$ cat config.mk
export PLATFORM = sky130hd
export DESIGN_NAME = banked_reorder_buffer
export DESIGN_NICKNAME = d
export VERILOG_FILES = /design/src/hdl/brb_pkg.sv /design/src/hdl/banked_reorder_buffer.sv /design/src/hdl/brb_ram.sv /design/src/hdl/brb_seq.sv
export SDC_FILE = /design/constraint.sdc
export NUM_CORES = 2
export LEC_CHECK = 0
export BUFFER_PORTS_ARGS = -buffer_cell sky130_fd_sc_hd__clkbuf_2
export CORE_ASPECT_RATIO = 1.25
export CORE_UTILIZATION = 60
export CTS_CLUSTER_DIAMETER = 40
export DETAILED_ROUTE_END_ITERATION = 8
export PLACE_DENSITY_LB_ADDON = 0.1
export SLEW_MARGIN = 20
export SYNTH_ARGS = -nofsm -noshare
export SYNTH_HDL_FRONTEND = slang
export SYNTH_SLANG_ARGS = --single-unit
$ cat constraint.sdc
create_clock -name aclk -period 45.5 [get_ports aclk]
set_input_delay 0 -clock aclk [delete_from_list [all_inputs] [get_ports aclk]]
set_output_delay 0 -clock aclk [all_outputs]
set_load 0.005 [all_outputs]
$ cat src/hdl/brb_pkg.sv
// Shared types, codes and field widths for the banked reorder buffer.
// No dependencies; every other file in the block imports this package.
package brb_pkg;

    localparam int unsigned NUM_BANKS_DEF  = 7;
    localparam int unsigned BANK_DEPTH_DEF = 112;

    localparam int unsigned FUNC_W   = 2;
    localparam int unsigned TBANK_W  = 3;
    localparam int unsigned TSLOT_W  = 7;
    localparam int unsigned STATUS_W = 2;
    localparam int unsigned GBANK_W  = 3;
    localparam int unsigned GSLOT_W  = 7;
    localparam int unsigned ACTIVE_W = 10;
    localparam int unsigned QOCC_W   = 7;
    localparam int unsigned COUNT_W  = 64;
    localparam int unsigned ENTRY_W  = 2;

    typedef enum logic [FUNC_W-1:0] {
        FUNC_ALLOC  = 2'd0,
        FUNC_RETIRE = 2'd1,
        FUNC_TICK   = 2'd2,
        FUNC_QUERY  = 2'd3
    } func_t;

    localparam logic [STATUS_W-1:0] STATUS_OK        = 2'd0;
    localparam logic [STATUS_W-1:0] STATUS_FULL      = 2'd1;
    localparam logic [STATUS_W-1:0] STATUS_INVALID   = 2'd2;
    localparam logic [STATUS_W-1:0] STATUS_NOT_ALLOC = 2'd3;

    localparam logic [ENTRY_W-1:0] ENTRY_FREE    = 2'd0;
    localparam logic [ENTRY_W-1:0] ENTRY_ALLOC   = 2'd1;
    localparam logic [ENTRY_W-1:0] ENTRY_RETIRED = 2'd2;

    typedef enum logic [3:0] {
        ST_IDLE,
        ST_DECODE,
        ST_ALLOC_SCAN,
        ST_ALLOC_WRITE,
        ST_RET_LOOKUP,
        ST_RET_CHECK,
        ST_RET_HEAD_RD,
        ST_RET_HEAD_CHK,
        ST_QUERY,
        ST_DONE
    } state_t;

    typedef struct packed {
        func_t              func;
        logic [TBANK_W-1:0] bank;
        logic [TSLOT_W-1:0] slot;
    } cmd_t;

    typedef struct packed {
        logic [STATUS_W-1:0] status;
        logic [GBANK_W-1:0]  granted_bank;
        logic [GSLOT_W-1:0]  granted_slot;
        logic [ACTIVE_W-1:0] active_entries;
        logic [QOCC_W-1:0]   queried_occupancy;
        logic [QOCC_W-1:0]   queried_peak;
        logic [COUNT_W-1:0]  total_allocations;
        logic [COUNT_W-1:0]  total_retirements;
        logic [COUNT_W-1:0]  total_stalls;
        logic [COUNT_W-1:0]  cycle_count;
    } result_t;

endpackage

$ cat src/hdl/banked_reorder_buffer.sv
// Allocate scans the banks from the round-robin pointer until one has room; retire marks
// the entry retired, then frees retired entries from the bank head until a live one or
// an empty bank; a bad bank or slot or an unallocated entry ends the word early.
// One word at a time; s_ready returns the cycle after the result leaves the sequencer.
// aresetn is synchronous; entry status needs no clearing pass, an entry counts as
// free whenever it lies outside its bank's head/occupancy window.
module banked_reorder_buffer #(
    parameter int unsigned NUM_BANKS  = brb_pkg::NUM_BANKS_DEF,
    parameter int unsigned BANK_DEPTH = brb_pkg::BANK_DEPTH_DEF
) (
    input  logic                         aclk,
    input  logic                         aresetn,
    input  logic                         s_valid,
    output logic                         s_ready,
    input  logic [brb_pkg::FUNC_W-1:0]   s_func,
    input  logic [brb_pkg::TBANK_W-1:0]  s_target_bank,
    input  logic [brb_pkg::TSLOT_W-1:0]  s_target_slot,
    output logic                         m_valid,
    input  logic                         m_ready,
    output logic [brb_pkg::STATUS_W-1:0] m_status,
    output logic [brb_pkg::GBANK_W-1:0]  m_granted_bank,
    output logic [brb_pkg::GSLOT_W-1:0]  m_granted_slot,
    output logic [brb_pkg::ACTIVE_W-1:0] m_active_entries,
    output logic [brb_pkg::QOCC_W-1:0]   m_queried_occupancy,
    output logic [brb_pkg::QOCC_W-1:0]   m_queried_peak,
    output logic [brb_pkg::COUNT_W-1:0]  m_total_allocations,
    output logic [brb_pkg::COUNT_W-1:0]  m_total_retirements,
    output logic [brb_pkg::COUNT_W-1:0]  m_total_stalls,
    output logic [brb_pkg::COUNT_W-1:0]  m_cycle_count
);
    import brb_pkg::*;

    localparam int unsigned WORDS  = NUM_BANKS * BANK_DEPTH;
    localparam int unsigned ADDR_W = $clog2(WORDS);

    cmd_t    cmd;
    result_t result;
    result_t out_reg;
    logic    seq_idle, seq_done, take;
    logic    m_valid_reg, m_valid_next;

    logic               ram_wr_en, ram_rd_en;
    logic [ADDR_W-1:0]  ram_wr_addr, ram_rd_addr;
    logic [ENTRY_W-1:0] ram_wr_data, ram_rd_data;

    assign cmd.func = func_t'(s_func);
    assign cmd.bank = s_target_bank;
    assign cmd.slot = s_target_slot;

    assign s_ready = seq_idle;
    assign take    = seq_done && (!m_valid_reg || m_ready);

    brb_seq #(
        .NUM_BANKS  (NUM_BANKS),
        .BANK_DEPTH (BANK_DEPTH)
    ) u_seq (
        .aclk        (aclk),
        .aresetn     (aresetn),
        .start       (s_valid && seq_idle),
        .cmd         (cmd),
        .idle        (seq_idle),
        .done        (seq_done),
        .take        (take),
        .result      (result),
        .ram_wr_en   (ram_wr_en),
        .ram_wr_addr (ram_wr_addr),
        .ram_wr_data (ram_wr_data),
        .ram_rd_en   (ram_rd_en),
        .ram_rd_addr (ram_rd_addr),
        .ram_rd_data (ram_rd_data)
    );

    brb_ram #(
        .WORDS (WORDS)
    ) u_ram (
        .aclk    (aclk),
        .wr_en   (ram_wr_en),
        .wr_addr (ram_wr_addr),
        .wr_data (ram_wr_data),
        .rd_en   (ram_rd_en),
        .rd_addr (ram_rd_addr),
        .rd_data (ram_rd_data)
    );

    always_comb begin
        m_valid_next = m_valid_reg;
        if (take) begin
            m_valid_next = 1'b1;
        end else if (m_ready) begin
            m_valid_next = 1'b0;
        end
    end

    always_ff @(posedge aclk) begin
        if (!aresetn) begin
            m_valid_reg <= 1'b0;
        end else begin
            m_valid_reg <= m_valid_next;
        end
    end

    always_ff @(posedge aclk) begin
        if (take) begin
            out_reg <= result;
        end
    end

    assign m_valid             = m_valid_reg;
    assign m_status            = out_reg.status;
    assign m_granted_bank      = out_reg.granted_bank;
    assign m_granted_slot      = out_reg.granted_slot;
    assign m_active_entries    = out_reg.active_entries;
    assign m_queried_occupancy = out_reg.queried_occupancy;
    assign m_queried_peak      = out_reg.queried_peak;
    assign m_total_allocations = out_reg.total_allocations;
    assign m_total_retirements = out_reg.total_retirements;
    assign m_total_stalls      = out_reg.total_stalls;
    assign m_cycle_count       = out_reg.cycle_count;

endmodule

$ cat src/hdl/brb_ram.sv
// Entry status store: one write port, one registered read port.
// Depends on brb_pkg for the entry code width.
module brb_ram #(
    parameter int unsigned  WORDS  = brb_pkg::NUM_BANKS_DEF * brb_pkg::BANK_DEPTH_DEF,
    localparam int unsigned ADDR_W = $clog2(WORDS)
) (
    input  logic                        aclk,
    input  logic                        wr_en,
    input  logic [ADDR_W-1:0]           wr_addr,
    input  logic [brb_pkg::ENTRY_W-1:0] wr_data,
    input  logic                        rd_en,
    input  logic [ADDR_W-1:0]           rd_addr,
    output logic [brb_pkg::ENTRY_W-1:0] rd_data
);
    import brb_pkg::*;

    logic [ENTRY_W-1:0] mem [WORDS];

    always_ff @(posedge aclk) begin
        if (wr_en) begin
            mem[wr_addr] <= wr_data;
        end
    end

    always_ff @(posedge aclk) begin
        if (rd_en) begin
            rd_data <= mem[rd_addr];
        end
    end

endmodule

$ cat src/hdl/brb_seq.sv
// Sequencer, per-bank pointers, counters and the shared subtract/compare unit.
// Depends on brb_pkg; drives the entry status store in brb_ram.
module brb_seq #(
    parameter int unsigned  NUM_BANKS  = brb_pkg::NUM_BANKS_DEF,
    parameter int unsigned  BANK_DEPTH = brb_pkg::BANK_DEPTH_DEF,
    localparam int unsigned ADDR_W     = $clog2(NUM_BANKS * BANK_DEPTH)
) (
    input  logic                        aclk,
    input  logic                        aresetn,
    input  logic                        start,
    input  brb_pkg::cmd_t               cmd,
    output logic                        idle,
    output logic                        done,
    input  logic                        take,
    output brb_pkg::result_t            result,
    output logic                        ram_wr_en,
    output logic [ADDR_W-1:0]           ram_wr_addr,
    output logic [brb_pkg::ENTRY_W-1:0] ram_wr_data,
    output logic                        ram_rd_en,
    output logic [ADDR_W-1:0]           ram_rd_addr,
    input  logic [brb_pkg::ENTRY_W-1:0] ram_rd_data
);
    import brb_pkg::*;

    localparam int unsigned BANK_W = (NUM_BANKS > 1) ? $clog2(NUM_BANKS) : 1;
    localparam int unsigned SLOT_W = $clog2(BANK_DEPTH);
    localparam int unsigned OCC_W  = $clog2(BANK_DEPTH + 1);
    localparam int unsigned TOT_W  = $clog2(NUM_BANKS * BANK_DEPTH + 1);

    state_t state_reg, state_next;
    cmd_t   cmd_reg;

    logic [BANK_W-1:0] bank_reg, bank_next;
    logic [BANK_W-1:0] scan_reg, scan_next;
    logic [BANK_W-1:0] nbank_reg, nbank_next;
    logic [SLOT_W-1:0] slot_reg, slot_next;
    logic [SLOT_W-1:0] offset_reg, offset_next;

    logic [SLOT_W-1:0] head_reg [NUM_BANKS];
    logic [SLOT_W-1:0] head_next [NUM_BANKS];
    logic [SLOT_W-1:0] tail_reg [NUM_BANKS];
    logic [SLOT_W-1:0] tail_next [NUM_BANKS];
    logic [OCC_W-1:0]  occ_reg [NUM_BANKS];
    logic [OCC_W-1:0]  occ_next [NUM_BANKS];
    logic [OCC_W-1:0]  peak_reg [NUM_BANKS];
    logic [OCC_W-1:0]  peak_next [NUM_BANKS];

    logic [COUNT_W-1:0] alloc_cnt_reg, alloc_cnt_next;
    logic [COUNT_W-1:0] retire_cnt_reg, retire_cnt_next;
    logic [COUNT_W-1:0] stall_cnt_reg, stall_cnt_next;
    logic [COUNT_W-1:0] tick_cnt_reg, tick_cnt_next;
    logic [TOT_W-1:0]   total_reg, total_next;

    logic [STATUS_W-1:0] status_reg, status_next;
    logic [GBANK_W-1:0]  gbank_reg, gbank_next;
    logic [GSLOT_W-1:0]  gslot_reg, gslot_next;
    logic [QOCC_W-1:0]   qocc_reg, qocc_next;
    logic [QOCC_W-1:0]   qpeak_reg, qpeak_next;

    logic [OCC_W-1:0]  op_a, op_b;
    logic [OCC_W:0]    diff;
    logic              lt;
    logic [SLOT_W-1:0] cur_head, cur_tail, addr_slot;
    logic [OCC_W-1:0]  cur_occ, cur_peak;
    logic [ADDR_W-1:0] addr;
    logic              bank_ok, slot_ok, scan_last;

    function automatic logic [SLOT_W-1:0] wrap_slot(input logic [SLOT_W-1:0] s);
        return (s == SLOT_W'(BANK_DEPTH - 1)) ? '0 : s + 1'b1;
    endfunction

    function automatic logic [BANK_W-1:0] wrap_bank(input logic [BANK_W-1:0] b);
        return (b == BANK_W'(NUM_BANKS - 1)) ? '0 : b + 1'b1;
    endfunction

    assign cur_head  = head_reg[bank_reg];
    assign cur_tail  = tail_reg[bank_reg];
    assign cur_occ   = occ_reg[bank_reg];
    assign cur_peak  = peak_reg[bank_reg];
    assign bank_ok   = 32'(cmd_reg.bank) < NUM_BANKS;
    assign slot_ok   = 32'(cmd_reg.slot) < BANK_DEPTH;
    assign scan_last = scan_reg == BANK_W'(NUM_BANKS - 1);

    // shared subtract/compare unit
    always_comb begin
        op_a = '0;
        op_b = '0;
        unique case (state_reg)
            ST_ALLOC_SCAN: begin
                op_a = cur_occ;
                op_b = OCC_W'(BANK_DEPTH);
            end
            ST_RET_LOOKUP: begin
                op_a = OCC_W'(slot_reg);
                op_b = OCC_W'(cur_head);
            end
            ST_RET_CHECK: begin
                op_a = OCC_W'(offset_reg);
                op_b = cur_occ;
            end
            default: begin
            end
        endcase
    end

    assign diff = {1'b0, op_a} - {1'b0, op_b};
    assign lt   = diff[OCC_W];

    always_comb begin
        unique case (state_reg)
            ST_RET_HEAD_RD: addr_slot = cur_head;
            ST_ALLOC_WRITE: addr_slot = cur_tail;
            default:        addr_slot = slot_reg;
        endcase
    end

    assign addr        = ADDR_W'(bank_reg) * ADDR_W'(BANK_DEPTH) + ADDR_W'(addr_slot);
    assign ram_wr_addr = addr;
    assign ram_rd_addr = addr;

    always_comb begin
        state_next = state_reg;
        unique case (state_reg)
            ST_IDLE: begin
                if (start) state_next = ST_DECODE;
            end
            ST_DECODE: begin
                unique case (cmd_reg.func)
                    FUNC_ALLOC:  state_next = ST_ALLOC_SCAN;
                    FUNC_RETIRE: state_next = (bank_ok && slot_ok) ? ST_RET_LOOKUP : ST_DONE;
                    FUNC_TICK:   state_next = ST_DONE;
                    FUNC_QUERY:  state_next = bank_ok ? ST_QUERY : ST_DONE;
                    default:     state_next = ST_DONE;
                endcase
            end
            ST_ALLOC_SCAN: begin
                if (lt) begin
                    state_next = ST_ALLOC_WRITE;
                end else if (scan_last) begin
                    state_next = ST_DONE;
                end
            end
            ST_ALLOC_WRITE: state_next = ST_DONE;
            ST_RET_LOOKUP:  state_next = ST_RET_CHECK;
            ST_RET_CHECK: begin
                state_next = (lt && ram_rd_data == ENTRY_ALLOC) ? ST_RET_HEAD_RD : ST_DONE;
            end
            ST_RET_HEAD_RD: begin
                state_next = (cur_occ == '0) ? ST_DONE : ST_RET_HEAD_CHK;
            end
            ST_RET_HEAD_CHK: begin
                state_next = (ram_rd_data == ENTRY_RETIRED) ? ST_RET_HEAD_RD : ST_DONE;
            end
            ST_QUERY: state_next = ST_DONE;
            ST_DONE: begin
                if (take) state_next = ST_IDLE;
            end
            default: state_next = ST_IDLE;
        endcase
    end

    always_comb begin
        bank_next       = bank_reg;
        scan_next       = scan_reg;
        nbank_next      = nbank_reg;
        slot_next       = slot_reg;
        offset_next     = offset_reg;
        head_next       = head_reg;
        tail_next       = tail_reg;
        occ_next        = occ_reg;
        peak_next       = peak_reg;
        alloc_cnt_next  = alloc_cnt_reg;
        retire_cnt_next = retire_cnt_reg;
        stall_cnt_next  = stall_cnt_reg;
        tick_cnt_next   = tick_cnt_reg;
        total_next      = total_reg;
        status_next     = status_reg;
        gbank_next      = gbank_reg;
        gslot_next      = gslot_reg;
        qocc_next       = qocc_reg;
        qpeak_next      = qpeak_reg;
        ram_wr_en       = 1'b0;
        ram_wr_data     = ENTRY_FREE;
        ram_rd_en       = 1'b0;
        unique case (state_reg)
            ST_DECODE: begin
                status_next = STATUS_OK;
                gbank_next  = '0;
                gslot_next  = '0;
                qocc_next   = '0;
                qpeak_next  = '0;
                scan_next   = '0;
                slot_next   = SLOT_W'(cmd_reg.slot);
                bank_next   = (cmd_reg.func == FUNC_ALLOC) ? nbank_reg : BANK_W'(cmd_reg.bank);
                unique case (cmd_reg.func)
                    FUNC_RETIRE: begin
                        if (!(bank_ok && slot_ok)) status_next = STATUS_INVALID;
                    end
                    FUNC_QUERY: begin
                        if (!bank_ok) status_next = STATUS_INVALID;
                    end
                    FUNC_TICK: tick_cnt_next = tick_cnt_reg + 1'b1;
                    default: begin
                    end
                endcase
            end
            ST_ALLOC_SCAN: begin
                if (!lt) begin
                    if (scan_last) begin
                        stall_cnt_next = stall_cnt_reg + 1'b1;
                        status_next    = STATUS_FULL;
                    end else begin
                        bank_next = wrap_bank(bank_reg);
                        scan_next = scan_reg + 1'b1;
                    end
                end
            end
            ST_ALLOC_WRITE: begin
                ram_wr_en           = 1'b1;
                ram_wr_data         = ENTRY_ALLOC;
                tail_next[bank_reg] = wrap_slot(cur_tail);
                occ_next[bank_reg]  = cur_occ + 1'b1;
                if (cur_occ == cur_peak) peak_next[bank_reg] = cur_occ + 1'b1;
                alloc_cnt_next = alloc_cnt_reg + 1'b1;
                total_next     = total_reg + 1'b1;
                nbank_next     = wrap_bank(bank_reg);
                gbank_next     = GBANK_W'(bank_reg);
                gslot_next     = GSLOT_W'(cur_tail);
            end
            ST_RET_LOOKUP: begin
                ram_rd_en   = 1'b1;
                offset_next = lt ? SLOT_W'(diff[OCC_W-1:0] + OCC_W'(BANK_DEPTH))
                                 : SLOT_W'(diff[OCC_W-1:0]);
            end
            ST_RET_CHECK: begin
                if (lt && ram_rd_data == ENTRY_ALLOC) begin
                    ram_wr_en       = 1'b1;
                    ram_wr_data     = ENTRY_RETIRED;
                    retire_cnt_next = retire_cnt_reg + 1'b1;
                end else begin
                    status_next = STATUS_NOT_ALLOC;
                end
            end
            ST_RET_HEAD_RD: begin
                ram_rd_en = cur_occ != '0;
            end
            ST_RET_HEAD_CHK: begin
                if (ram_rd_data == ENTRY_RETIRED) begin
                    head_next[bank_reg] = wrap_slot(cur_head);
                    occ_next[bank_reg]  = cur_occ - 1'b1;
                    total_next          = total_reg - 1'b1;
                end
            end
            ST_QUERY: begin
                qocc_next  = QOCC_W'(cur_occ);
                qpeak_next = QOCC_W'(cur_peak);
            end
            default: begin
            end
        endcase
    end

    always_ff @(posedge aclk) begin
        if (!aresetn) begin
            state_reg      <= ST_IDLE;
            nbank_reg      <= '0;
            alloc_cnt_reg  <= '0;
            retire_cnt_reg <= '0;
            stall_cnt_reg  <= '0;
            tick_cnt_reg   <= '0;
            total_reg      <= '0;
            for (int i = 0; i < NUM_BANKS; i++) begin
                head_reg[i] <= '0;
                tail_reg[i] <= '0;
                occ_reg[i]  <= '0;
                peak_reg[i] <= '0;
            end
        end else begin
            state_reg      <= state_next;
            nbank_reg      <= nbank_next;
            alloc_cnt_reg  <= alloc_cnt_next;
            retire_cnt_reg <= retire_cnt_next;
            stall_cnt_reg  <= stall_cnt_next;
            tick_cnt_reg   <= tick_cnt_next;
            total_reg      <= total_next;
            head_reg       <= head_next;
            tail_reg       <= tail_next;
            occ_reg        <= occ_next;
            peak_reg       <= peak_next;
        end
    end

    always_ff @(posedge aclk) begin
        if (state_reg == ST_IDLE && start) begin
            cmd_reg <= cmd;
        end
        bank_reg   <= bank_next;
        scan_reg   <= scan_next;
        slot_reg   <= slot_next;
        offset_reg <= offset_next;
        status_reg <= status_next;
        gbank_reg  <= gbank_next;
        gslot_reg  <= gslot_next;
        qocc_reg   <= qocc_next;
        qpeak_reg  <= qpeak_next;
    end

    assign idle = state_reg == ST_IDLE;
    assign done = state_reg == ST_DONE;

    assign result.status            = status_reg;
    assign result.granted_bank      = gbank_reg;
    assign result.granted_slot      = gslot_reg;
    assign result.active_entries    = ACTIVE_W'(total_reg);
    assign result.queried_occupancy = qocc_reg;
    assign result.queried_peak      = qpeak_reg;
    assign result.total_allocations = alloc_cnt_reg;
    assign result.total_retirements = retire_cnt_reg;
    assign result.total_stalls      = stall_cnt_reg;
    assign result.cycle_count       = tick_cnt_reg;

endmodule

-- Yosys cells after proc, flatten, opt, wreduce, memory -nomap -nowiden
Memory sizes are Yosys's and may differ from the RTL's. A register that Yosys moved wholly into a read port is not among the register bits.
Index checks and enable logic that the tools add are counted.
- add/subtract/negate cells: 15
- muxes and demuxes: 68
- multiply operators: 1
- reductions and logical operators: 28
- bitwise gates (word level): 2
- equal/unequal tests: 27
- magnitude comparators: 4
- operator list (cell ; number):
    $add A64 B1 Y64 const B ; 4
    $bwmux W49 ; 5
    $pmux W49 S2 ; 1
    $bmux W7 S3 ; 4
    $mux W7 ; 12
    $pmux W7 S2 ; 4
    $mux W49 ; 1
    $pmux W7 S3 ; 2
    $pmux W4 S9 ; 1
    $mux W4 ; 8
    $add A7 B1 Y7 const B ; 3
    $demux W7 S3 ; 1
    $pmux W10 S2 ; 1
    $mux W3 ; 6
    $pmux W3 S2 ; 3
    $eq A4 B3 Y1 const B ; 4
    $pmux W4 S4 ; 1
    $eq A7 B7 Y1 const B ; 2
    $mux W2 ; 6
    $add A10 B1 Y10 const B ; 1
    $add A10 B7 Y10 ; 1
    $mux W10 ; 1
    $reduce_and A2 Y1 ; 5
    $reduce_bool A2 Y1 ; 5
    37 further kinds ; 63
- word-level logic and storage cells: 204
- memories kept: 1
- flip-flop bits (word level): 820
- input bits: 16
- output and inout bits: 294
- memory bits (writable): 1568
- memories (memory ; depth ; width ; rd ports ; clocked after memory_dff ; wr ports ; RTL line ; RTL):
    u_ram.mem ; 784 ; 2 ; 1 ; 1 ; 1 ; brb_ram.sv:17 ; logic [ENTRY_W-1:0] mem [WORDS];

-- Longest topological paths before layout
- depth in word-level cells: 11
- depth in mapped cells: 27
- mapped depth without buffers: 20

-- Hierarchy
A second synthesis with hierarchy kept.
- cell total of the unflattened synthesis: 6928
- area, all modules: 98802.3 sq um
- modules (own cells, without submodules) (module ; cells an instance ; sequential area each (sq um) ; instances ; area an instance (sq um)):
    brb_ram ; 3763 ; 47145.2 ; 1 ; 64473.1
    brb_seq ; 2868 ; 11130.7 ; 1 ; 25507.0
    banked_reorder_buffer ; 297 ; 8788.4 ; 1 ; 8822.2

-- Least setup slack after synthesis
OpenSTA, ideal clock, no wires.
- kind: flip-flop to flip-flop
- from: register u_seq.bank_reg[0]
- to: memory u_ram.mem[0][1] (data pin)
- setup slack: 6.053 ns
- required time: 39.512 ns
- stages on the path, launching flop included: 23
- period minus slack after synthesis: 39.447 ns
- library setup time: 5.988 ns
- path buffers: 6
- arrival time: 33.459 ns
- cells stage by stage: edfxtp_1 buf_6 buf_8 buf_6 buf_2 mux2i_1 nor2_1 a21oi_1 nor2_1 a21oi_1 clkbuf_1 clkbuf_1 inv_1 a222oi_1 ha_1 nor2b_1 o21ai_1 a21boi_0 o21ai_0 a21boi_1 o21ai_1 nand2_1 nor3_1
- cells in the longest elaborated chain, start to end: 9
- elaborated cells between the ends (all ways): 13
- those cells by class: 1 x add/sub; 10 x mux; 1 x bitwise; 1 x reduce/logical
- RTL lines (what ; RTL line ; RTL):
    from (decl) ; brb_seq.sv:33 ; logic [BANK_W-1:0] bank_reg, bank_next;
    from (signal assigned) ; brb_seq.sv:297 ; bank_reg <= bank_next;
    $not A3 Y4 (not written as such) (*) ; brb_seq.sv:78 ; assign cur_occ = occ_reg[bank_reg];
    $bmux W7 S3 (*) ; brb_seq.sv:78 ;
    $mux W7 (not written as such) (*) (2 in a row) ; brb_seq.sv:78 ;
    named net u_seq.cur_occ[0] ; brb_seq.sv:64 ; logic [OCC_W-1:0] cur_occ, cur_peak;
    $pmux W7 S3 ; brb_seq.sv:88 ; unique case (state_reg)
    $sub A7 B7 Y8 (*) ; brb_seq.sv:106 ; assign diff = {1'b0, op_a} - {1'b0, op_b};
    $logic_and A1 B1 Y1 (*) ; brb_seq.sv:236 ; if (lt && ram_rd_data == ENTRY_ALLOC) begin
    $mux W2 (*) ; brb_seq.sv:236 ;
    $pmux W2 S2 (*) ; brb_seq.sv:185 ; unique case (state_reg)
    named net ram_wr_data[1] ; banked_reorder_buffer.sv:44 ; logic [ENTRY_W-1:0] ram_wr_data, ram_rd_data;
    to (decl) ; brb_ram.sv:17 ;
The timed path passes the listed nets; every way through them passes the cells marked *. The select of a mux whose other input is x is not followed.

-- Worst setup path in the final report
- from: register u_seq.bank_reg[0]
- to: register u_ram.rd_data[0] (netlist name), read port of u_ram.mem (data pin)
- cells in the longest elaborated chain, start to end: 6
- elaborated cells between the ends (all ways): 15
- those cells by class: 1 x add/sub; 1 x mul; 11 x mux; 1 x bitwise; 1 x reduce/logical
- RTL lines (what ; RTL line ; RTL):
    parallel branches: the longest is 6 deep, another holds $add A10 B7 Y10 ; -- ;
    to (decl) ; brb_ram.sv:13 ; output logic [brb_pkg::ENTRY_W-1:0] rd_data
Parallel ways; which one is timed is not known. The select of a mux whose other input is x is not followed.
A chain may end at the register's enable or synchronous reset.

==> impl_metrics.yaml <==
clock_network:
  clock-sinks: 2390
  cts_max_level: 5
  path_clk_slew_ns: 0.06
  numCtsBuffers: 281
  cts_root_buffer: "clkbuf_16"
  post-cts-setup-buffers: 0
  tritoncts: "yes"
  clock_latency_ns: 0.93
  cts_max_path_buffers: 4
global_routing:
  grt_max_degree: 279
  grt_pass1_wl_mm: 370
  track_usage: 0.311
  antenna_found_initial: 3
  grt_overflow: 0
  grt_pass1_vias: 60045
job:
  maxCapViolCount: 0
drt:
  ant_nets: 0
  via_count: 61515
  drc: 24
  wl_per_cell_um: 26.1
  drt-total-wl_mm: 252
  routed_via_density: 6.37
  firstDrtPassIters: 9
  drt-initial-drc-count: 8629
place:
  preCtsSetupSlack_ns: 37.80
  hpwl_mm: 143
  port_buffers: 309
  gp_congestion: 0.855
  dp_cells: 9138
  postPlaceCellArea_sq_mm: 0.0983
yosys:
  mappedNetlistNets: 7219
  synthArstFlopShare: 0
  syn_inst: 7159
  synth_cell_types: 88
  synth_ff_type: "edfxtp_1"
  synth-seq-cells: 2390
  yosys_warnings: 0
  synth_area_sq_mm: 0.0949
  synthDominantCellAreaShare: 0.608
  seq_area_frac_synth: 0.707
  avgSynthCellArea_sq_um: 13.3
  ys_top_cells_by_area: "edfxtp_1, dfxtp_1, a222oi_1"
  yosysTopAreaCell: "edfxtp_1"
  synth-edff-count: 1920
timing:
  maxSlewViolCount: 0
  maxSlewHeadroom: 0.183
  hold_slack_ns: 0.285
  fin_tns_setup_ns: 0
  fin_worst_skew_ns: 0.0397
  max_freq_mhz: 129
  rsz0062_at_grt: "no"
  fin_ws_ns: 37.76
  fin_crit_ns: 7.74
  tightest_slew_ns: 1.22
  finalSetupViolCount: 0
  fin_crit_sh: 0.170
  hold_violations: 0
cells_and_area:
  syn2layout_area_growth_pct: 13.4
  fin_area_sq_mm: 0.108
  regMostFlops: "u_ram.mem"
  largest_reg_flops: 1568
  drive_gt1_frac: 0.125
  nNetsFinal: 7460
  fillCellCount: 11049
  layout.cells.non_filler: 9653
  fin_util: 0.688
hold_path:
  hold_class: "in -> reg"
floorplanning:
  start_util: 0.606
  core_area_sq_mm: 0.156
  dieArea_sq_mm: 0.160
  dieWidth_um: 358
  placementRows: 162
  pin_count: 310
  die_y_um: 447
critical_path:
  cp.arrival_ns: 8.40
  critical_path_class: "reg -> reg"
  cp_data_required_time_ns: 46.16
  worstSetupStartpointType: "flip-flop"
  crit_fanout: 36
  endpoint_kind: "flip-flop"
outcome:
  violations: "DRC"
  outcome: "finished with violations"
power_and_ir_drop:
  p_leak_nw: 37.3
  ir_worst_vdd_mv: 0.0616
  powerDensity_mw_per_mm2: 53.0
  power_mw: 5.71
logic make-up (layout without fill, tap and decap cells):
family | Yosys count | after routing | share of synthesized area
xor+xnor | 245 | 245 | 0.0226
buf+inv | 555 | 998 | 0.0248
other cells | 0 | 1 | 0
compound gates | 1200 | 1200 | 0.0929
mux | 200 | 200 | 0.0244
flops | 2390 | 2390 | 0.707
simple gates | 2525 | 2525 | 0.122
fa+ha+maj | 44 | 44 | 0.00628
area by class of cell:
type | instances | area (sq um) | share of cell area
multi-input cells | 4214 | 25900 | 0.241
flip-flops and latches | 2390 | 67100 | 0.623
diodes | 1 | 2.50 | 0.0000232
clock inverters | 149 | 1560 | 0.0145
clock buffers | 336 | 7490 | 0.0696
inverters | 64 | 248 | 0.00230
repair buffers | 449 | 2830 | 0.0263
well taps | 2050 | 2560 | 0.0238
worst paths after layout:
kind / startpoint / endpoint / slack [ns] / depth (start not counted)
setup / recovery: u_seq.bank_reg[0] / u_ram.rd_data[0] / 37.76 / 19
hold / removal: s_valid / u_seq.state_reg[0] / 0.29 / 7
setup reg to reg: u_seq.bank_reg[0] / u_ram.rd_data[0] / 37.76 / 19
hold reg to reg: u_seq.status_reg[1] / m_status[1] / 0.41 / 0
cell usage after synthesis (38+ instances only):
cell type and instances:
xnor2_1 169, a21boi_0 58, a222oi_1 357, nor2_1 936, edfxtp_1 1920, nor3_1 87, ha_1 38, xor2_1 76
and3_1 76, o211a_1 58, dfxtp_1 470, clkbuf_1 307, a21oi_1 444, nand2_1 657, inv_1 61, nor2b_1 157
nor4_1 71, o21ai_0 88, nand4_1 47, mux2i_1 171, nand3_1 164, buf_2 118, and2_1 216, or3_1 56
buf_1 46
worst max-delay path, stage by stage (launching register included):
cell,delay (ns)
edfxtp_1,0.36
buf_4,0.62
buf_4,0.61
mux4_2,0.57
a21oi_1,0.49
o221ai_1,0.32
ha_1,0.35
a21o_1,0.18
a21oi_1,0.42
o21ai_0,0.15
o2111a_1,0.15
o21ai_0,0.68
nand2b_1,0.25
nor2_1,0.15
nand2_1,0.30
buf_4,0.41
a21oi_1,0.14
nor3_1,0.87
nand4_1,0.13
or2_1,0.28
report_power, final:
group          internal, mW  switching [mW]  total [mW]
sequential             2.40          0.0238        2.42
clock                  1.32           0.874        2.20
combinational         0.222           0.871        1.09
placed cells by master (no fill, tap or decap), drive strengths merged, types with 63 or more instances in the layout:
cell	count
edfxtp	1920
nor2	940
nand2	659
clkbuf	644
dfxtp	470
a21oi	444
a222oi	357
and2	217
mux2i	171
xnor2	169
nand3	164
nor2b	157
buf	113
o21ai	92
inv	92
nor3	88
clkinv	82
and3	78
xor2	76
nor4	73
a21boi	63
layer usage:
layer  vias up  wire length, um  GRT usage
li1      27338                -          -
met1     30486            94500      0.399
met2      3094           122000      0.510
met3       597            22800     0.0561
met4         0            12800      0.155
met5         -                0          0
repair_timing:
action,4_1_cts,5_1_grt
endpoints found under the hold margin,223,0
hold buffers,28,0
resized for setup,0,0
endpoints found under the setup margin,0,0
No activity file was read; power rests on OpenSTA's default activity.
